File: src/sv/tbest_pkg.sv
package tbest_pkg;

	localparam int STAMP_WIDTH = 32;
	localparam int GAP_W       = 32;
	localparam int DEBOUNCE_W  = 16;
	localparam int PERIOD_W    = 10;
	localparam int CFG_IDX_W   = 1;
	localparam int CFG_DATA_W  = 16;
	localparam int LED_W       = 2;

	localparam logic [DEBOUNCE_W-1:0] DEBOUNCE_RESET = DEBOUNCE_W'(40);
	localparam logic [PERIOD_W-1:0]   PERIOD_RESET   = PERIOD_W'(1);

	typedef enum logic [CFG_IDX_W-1:0] {
		REG_DEBOUNCE    = 1'b0,
		REG_TICK_PERIOD = 1'b1
	} cfg_reg_t;

	typedef struct packed {
		logic             first;
		logic             ok;
		logic [GAP_W-1:0] gap;
	} gap_info_t;

endpackage

File: src/sv/two_button_edge_skew_timer.sv
// a result passes from its input transfer in s1 through s2 and s3 to the output register
// throughput: one input transfer per cycle while in_stall is low, the stages advance independently
// the output register decouples a stalled result from new input transfers
// arst_n clears the phase, stamps, kept gaps, valids and config (debounce 40, period 1)
module two_button_edge_skew_timer (
	input  logic                              clk,
	input  logic                              arst_n,
	input  logic                              cfg_we,
	input  logic [tbest_pkg::CFG_IDX_W-1:0]   cfg_index,
	input  logic [tbest_pkg::CFG_DATA_W-1:0]  cfg_data,
	input  logic                              in_valid,
	output logic                              in_stall,
	input  logic                              button,
	input  logic                              falling,
	input  logic [tbest_pkg::STAMP_WIDTH-1:0] stamp,
	output logic                              out_valid,
	input  logic                              out_stall,
	output logic [tbest_pkg::LED_W-1:0]       led_select,
	output logic [tbest_pkg::GAP_W-1:0]       on_time_ms,
	output logic [tbest_pkg::GAP_W-1:0]       press_gap_ms,
	output logic [tbest_pkg::GAP_W-1:0]       release_gap_ms
);
	import tbest_pkg::*;

	typedef enum logic [1:0] {
		PH_FIRST_PRESS,
		PH_SECOND_PRESS,
		PH_FIRST_RELEASE,
		PH_SECOND_RELEASE
	} phase_t;

	phase_t                 phase_q;
	logic [DEBOUNCE_W-1:0]  debounce_q;
	logic [PERIOD_W-1:0]    period_q;
	logic [STAMP_WIDTH-1:0] press_stamp_q [2];
	logic [STAMP_WIDTH-1:0] release_stamp_q [2];
	logic [GAP_W-1:0]       kept_press_q;
	logic [GAP_W-1:0]       kept_release_q;

	logic                   valid_s1;
	logic                   button_s1;
	logic                   falling_s1;
	logic [STAMP_WIDTH-1:0] stamp_s1;

	logic                   valid_s2;
	gap_info_t              press_s2;
	gap_info_t              release_s2;

	logic                   valid_s3;
	logic [LED_W-1:0]       led_s3;
	logic [GAP_W-1:0]       press_ms_s3;
	logic [GAP_W-1:0]       release_ms_s3;

	logic                   en_out;
	logic                   en3;
	logic                   en2;
	logic                   complete_s1;
	logic                   adv1;
	logic                   take;
	logic [STAMP_WIDTH-1:0] rel0;
	logic [STAMP_WIDTH-1:0] rel1;
	gap_info_t              press_info;
	gap_info_t              release_info;
	logic [GAP_W-1:0]       press_prod;
	logic [GAP_W-1:0]       release_prod;
	logic [GAP_W-1:0]       press_next;
	logic [GAP_W-1:0]       release_next;
	logic [GAP_W-1:0]       sum;

	// flow control
	assign en_out      = !out_valid || !out_stall;
	assign en3         = !valid_s3 || en_out;
	assign en2         = !valid_s2 || en3;
	assign complete_s1 = (phase_q == PH_SECOND_RELEASE) && !falling_s1;
	assign adv1        = valid_s1 && (!complete_s1 || en2);
	assign in_stall    = valid_s1 && !adv1;
	assign take        = in_valid && !in_stall;

	// configuration
	always_ff @(posedge clk or negedge arst_n) begin
		if (!arst_n) begin
			debounce_q <= DEBOUNCE_RESET;
			period_q   <= PERIOD_RESET;
		end else if (cfg_we) begin
			unique case (cfg_reg_t'(cfg_index))
				REG_DEBOUNCE:    debounce_q <= DEBOUNCE_W'(cfg_data);
				REG_TICK_PERIOD: period_q   <= PERIOD_W'(cfg_data);
				default:         ;
			endcase
		end
	end

	// s1: input register
	always_ff @(posedge clk or negedge arst_n) begin
		if (!arst_n) begin
			valid_s1 <= 1'b0;
		end else if (take || adv1) begin
			valid_s1 <= take;
		end
	end

	always_ff @(posedge clk) begin
		if (take) begin
			button_s1  <= button;
			falling_s1 <= falling;
			stamp_s1   <= stamp;
		end
	end

	// release pair including the edge being completed
	assign rel0 = (!button_s1) ? stamp_s1 : release_stamp_q[0];
	assign rel1 = button_s1 ? stamp_s1 : release_stamp_q[1];

	tbest_gap u_press_gap (
		.stamp0   (press_stamp_q[0]),
		.stamp1   (press_stamp_q[1]),
		.debounce (debounce_q),
		.info     (press_info)
	);

	tbest_gap u_release_gap (
		.stamp0   (rel0),
		.stamp1   (rel1),
		.debounce (debounce_q),
		.info     (release_info)
	);

	// edge sequencer
	always_ff @(posedge clk or negedge arst_n) begin
		if (!arst_n) begin
			phase_q            <= PH_FIRST_PRESS;
			press_stamp_q[0]   <= '0;
			press_stamp_q[1]   <= '0;
			release_stamp_q[0] <= '0;
			release_stamp_q[1] <= '0;
		end else if (adv1) begin
			unique case (phase_q)
				PH_FIRST_PRESS: begin
					if (falling_s1) begin
						press_stamp_q[button_s1] <= stamp_s1;
						phase_q                  <= PH_SECOND_PRESS;
					end
				end
				PH_SECOND_PRESS: begin
					if (falling_s1) begin
						press_stamp_q[button_s1] <= stamp_s1;
						phase_q                  <= PH_FIRST_RELEASE;
					end else begin
						phase_q <= PH_FIRST_PRESS;
					end
				end
				PH_FIRST_RELEASE: begin
					if (!falling_s1) begin
						release_stamp_q[button_s1] <= stamp_s1;
						phase_q                    <= PH_SECOND_RELEASE;
					end else begin
						phase_q <= PH_FIRST_PRESS;
					end
				end
				PH_SECOND_RELEASE: begin
					if (!falling_s1) begin
						release_stamp_q[button_s1] <= stamp_s1;
					end
					phase_q <= PH_FIRST_PRESS;
				end
				default: phase_q <= PH_FIRST_PRESS;
			endcase
		end
	end

	// s2: gaps of a completed sequence
	always_ff @(posedge clk or negedge arst_n) begin
		if (!arst_n) begin
			valid_s2 <= 1'b0;
		end else if (en2) begin
			valid_s2 <= valid_s1 && complete_s1;
		end
	end

	always_ff @(posedge clk) begin
		if (en2 && valid_s1 && complete_s1) begin
			press_s2   <= press_info;
			release_s2 <= release_info;
		end
	end

	// scaling to ms, wraps mod 2^32
	assign press_prod   = GAP_W'(press_s2.gap * GAP_W'(period_q));
	assign release_prod = GAP_W'(release_s2.gap * GAP_W'(period_q));
	assign press_next   = press_s2.ok ? press_prod : kept_press_q;
	assign release_next = release_s2.ok ? release_prod : kept_release_q;

	always_ff @(posedge clk or negedge arst_n) begin
		if (!arst_n) begin
			kept_press_q   <= '0;
			kept_release_q <= '0;
			valid_s3       <= 1'b0;
		end else begin
			if (en3) begin
				valid_s3 <= valid_s2;
			end
			if (en3 && valid_s2) begin
				kept_press_q   <= press_next;
				kept_release_q <= release_next;
			end
		end
	end

	always_ff @(posedge clk) begin
		if (en3 && valid_s2) begin
			led_s3        <= {press_s2.first, release_s2.first};
			press_ms_s3   <= press_next;
			release_ms_s3 <= release_next;
		end
	end

	// output register, a zero sum gives no result
	assign sum = press_ms_s3 + release_ms_s3;

	always_ff @(posedge clk or negedge arst_n) begin
		if (!arst_n) begin
			out_valid <= 1'b0;
		end else if (en_out) begin
			out_valid <= valid_s3 && (sum != '0);
		end
	end

	always_ff @(posedge clk) begin
		if (en_out && valid_s3) begin
			led_select     <= led_s3;
			on_time_ms     <= sum;
			press_gap_ms   <= press_ms_s3;
			release_gap_ms <= release_ms_s3;
		end
	end

	a_out_nonzero: assert property (@(posedge clk) disable iff (!arst_n)
		out_valid |-> (on_time_ms != '0))
		else $error("result with zero on time");

	a_out_sum: assert property (@(posedge clk) disable iff (!arst_n)
		out_valid |-> (on_time_ms == GAP_W'(press_gap_ms + release_gap_ms)))
		else $error("on time is not the sum of the gaps");

	a_kept_match: assert property (@(posedge clk) disable iff (!arst_n)
		valid_s3 |-> (press_ms_s3 == kept_press_q && release_ms_s3 == kept_release_q))
		else $error("s3 gaps differ from kept gaps");

endmodule

File: src/sv/tbest_gap.sv
module tbest_gap (
	input  logic [tbest_pkg::STAMP_WIDTH-1:0] stamp0,
	input  logic [tbest_pkg::STAMP_WIDTH-1:0] stamp1,
	input  logic [tbest_pkg::DEBOUNCE_W-1:0]  debounce,
	output tbest_pkg::gap_info_t              info
);
	import tbest_pkg::*;

	logic                   later1;
	logic [STAMP_WIDTH-1:0] diff;

	// equal stamps count button 1 as first
	assign later1 = stamp1 > stamp0;
	assign diff   = later1 ? (stamp1 - stamp0) : (stamp0 - stamp1);

	always_comb begin
		info.first = !later1;
		info.gap   = GAP_W'(diff);
		info.ok    = GAP_W'(debounce) < GAP_W'(diff);
	end

endmodule
File: config.mk
export PLATFORM = sky130hd
export DESIGN_NAME = two_button_edge_skew_timer
export DESIGN_NICKNAME = d
export VERILOG_FILES = /design/src/sv/tbest_pkg.sv /design/src/sv/two_button_edge_skew_timer.sv /design/src/sv/tbest_gap.sv
export SDC_FILE = /design/constraint.sdc
export NUM_CORES = 2
export LEC_CHECK = 0
export BUFFER_PORTS_ARGS = -buffer_cell sky130_fd_sc_hd__buf_2
export CORE_UTILIZATION = 60
export CTS_CLUSTER_SIZE = 10
export DETAILED_ROUTE_END_ITERATION = 8
export HOLD_SLACK_MARGIN = 0.06
export PLACE_DENSITY = 0.83
export SKIP_LAST_GASP = 1
export SYNTH_ARGS = -nofsm -noshare
export SYNTH_HDL_FRONTEND = slang
export SYNTH_HIERARCHICAL = 1
export SYNTH_SLANG_ARGS = --single-unit
export TNS_END_PERCENT = 50
File: constraint.sdc
create_clock -name clk -period 19.1 [get_ports clk]
set_input_delay 1.91 -clock clk [delete_from_list [all_inputs] [get_ports clk]]
set_output_delay 1.91 -clock clk [all_outputs]
set_load 0.01 [all_outputs]
==> impl_metrics.ini <==
[synth]
synth_top_family_by_area = adder cells
synth_top_area_share = 0.184
ys_ff_latch = 490
synth-xor-area-share = 0.0328
synth.most_common_cell = inv_1
synth_area_leaders = fa_1 18%, edfxtp_1 18%, dfrtp_1 13%
synthAdderAreaFrac = 0.265
synthesis.nets = 5017
synth-compound-area-share = 0.104
synth-edff-count = 266
yosysUniqueCellTypes = 84
ys.flop_type = edfxtp_1
synthSimpleGateAreaFrac = 0.129
syn_inst = 4281
ys_seq_area_frac = 0.312
synth_top_cell_by_area = fa_1
syn_area_sq_mm = 0.0435
synth.avg_cell_area_sq_um = 10.2
synth_commonest_cells = 581 x inv_1, 469 x nand2_1, 401 x fa_1, 313 x mux2_2, 301 x and2_1
muxShareOfSynthArea = 0.0863
ys_warn_count = 6
async_reset_ff_frac = 0.457

[grt]
grt.overflow.total = 0
grt_pass1_vias = 31900
grt_max_degree = 84
grt_pass1_wl_um = 172000
antenna_found_initial = 1
track_usage = 0.294

[finish]
layout-drive-gt1-share = 0.142
seq_area_sq_mm = 0.0136
syn2layout_area_growth_pct = 6.95
nNetsFinal = 5040
n_fill_cell = 5496
instances_no_fill = 5304
fin_area_sq_mm = 0.0465
multi_input_area_sq_mm = 0.0269

[floorplan]
die_area_sq_mm = 0.0736
chipWidth_um = 271
die_h_um = 271
row_count = 98
core_sq_mm = 0.0716
start_util = 0.608
ios = 156

[worst_hold_path]
hold_class = reg -> reg
whs_path_depth = 0
min_from = led_s3[1]
whs_endpoint = led_select[1]

[worst_setup_path]
r2r_cells = 21
crit_arrival_ns = 7.19
cp_max_fo = 37
reg2reg_from = period_q[1]
critPathLaunchType = register
worstPathRequired_ns = 19.44
r2r_end = release_ms_s3[31]
r2r_slack_ns = 12.26
worstSetupEndpointType = register
crit_type = reg -> reg

[clocking]
cts-root-buf = clkbuf_16
htreeDepth = 2
cts_tree = done
clkSinkCount = 490
worstSkewPairLatency_ns = 0.63
cts_resized = 0
numCtsBuffers = 57
cts_setup_buffers = 0
clockBufferDepth = 3
clk_pin_slew_ns = 0.06
cts_hold_buffers = 0

[timing]
fmax_mhz = 146
worstMarginPinSlew_ns = 1.02
slew_viol_final = 0
period_needed_ns = 6.84
hold_viol_final = 0
max_slew_margin = 0.323
fin_setup_tns_ns = 0
fin_hold_ws_ns = 0.422
setup_violations = 0
finClkSkew_ns = 0.0359
min_period_over_period = 0.358
grt_setup_unrepaired = no

[drt]
drtIter0Drc = 2906
routed_via_density = 5.90
dr.pass1.iters = 9
drc = 0
routed_wl_um = 107000
wl_per_cell_um = 20.2
vias = 31300
postRouteAntennaNets = 0

[placement]
gp_congestion = 0.932
io_buffers = 155
hpwl_um = 81900
dpl-instance-area_sq_mm = 0.0448
placed_cells = 5195

[run_status]
status = finished clean

[run]
cap_violations = 0
## through the flow
stage / utilization / setup WS (ns)
3_5_place_dp: 0.626 / 12.33
3_3_place_gp: 0.626 / 12.42
6_report: 0.650 / 12.26
4_1_cts: 0.650 / 12.30
5_1_grt: 0.650 / 11.92
2_1_floorplan: - / 9.42
## worst max-delay path, stage by stage, from the launching register on
cell      delay (ns)
dfrtp_2         0.70
buf_4           0.48
nand2_1         0.14
fa_1            0.55
inv_1           0.05
fa_1            0.48
fa_1            0.51
fa_1            0.49
inv_1           0.05
fa_1            0.47
inv_1           0.04
ha_1            0.34
a21o_1          0.21
a211oi_1        0.21
o21ai_0         0.16
a22o_1          0.25
a31o_2          0.26
or3b_1          0.37
a31o_2          0.25
a21oi_1         0.17
xnor2_1         0.09
mux2_2          0.27
## final cells by class
| cell class | instances | area share |
|---|---|---|
| multi-input cells | 2993 | 0.578 |
| flip-flops and latches | 490 | 0.292 |
| inverters | 583 | 0.0471 |
| clock buffers | 97 | 0.0345 |
| well taps | 950 | 0.0255 |
| repair buffers | 179 | 0.0208 |
| clock inverters | 9 | 0.00215 |
| diodes | 3 | 0.000161 |
## state kept, by name, indices dropped and copies added (netlist names), 32 cells and up
register	flops
release_gap_ms	32
release_ms_s3	32
press_ms_s3	32
press_stamp_q	64
release_stamp_q	64
stamp_s1	32
kept_release_q	32
press_s2	34
press_gap_ms	32
release_s2	34
kept_press_q	32
on_time_ms	32
## cell families (layout without fill, tap and decap cells)
group | after synthesis | in the layout
muxes | 335 | 335
other | 0 | 3
adders and majority gates | 680 | 680
and+or+nand+nor | 1116 | 1116
DFF | 490 | 490
AOI/OAI and AO/OA | 699 | 699
xor gates and xnor gates | 163 | 163
buffers and inverters | 798 | 868
## placed cells by master (no fill, tap or decap), types with 18 or more instances in the layout
master     count
a211oi_1      44
buf_2        154
and3_1        18
a21o_1        68
nor3_1        46
nand2_1      468
o31ai_1       30
dfrtp_1      216
fa_1         401
a21oi_1      219
nand4_1       30
xnor2_1      122
and2_1       301
xor2_1        41
o21ai_0      119
a31oi_1       22
ha_1         279
o211ai_1      18
nand3_1       32
clkbuf_1      37
inv_1        580
o21a_1        28
nor2b_1       25
clkbuf_16     57
mux2_2       313
mux2i_1       20
buf_4         24
nor2_1       108
edfxtp_1     266
## metal layers
layer / share of wire / wire length (um) / GRT usage
met1: 0.42 / 44900 / 0.396
met2: 0.47 / 49800 / 0.484
met3: 0.073 / 7830 / 0.0404
met4: 0.041 / 4330 / 0.111
met5: 0 / 0 / 0
## worst max path at each step
stage,slack (ns),from,depth (start not counted),to
floorplan,9.42,out_stall,1,led_select[0]
global placement,12.42,period_q[1],21,release_ms_s3[31]
detailed placement,12.33,period_q[1],21,release_ms_s3[31]
CTS,12.30,period_q[1],21,release_ms_s3[31]
global route,11.92,button_s1,21,release_s2[32]
finish,12.26,period_q[1],21,release_ms_s3[31]
Power is left out: the tool's default activity adds up to more than one toggle a clock period on the data nets, which glitch-free logic cannot reach.
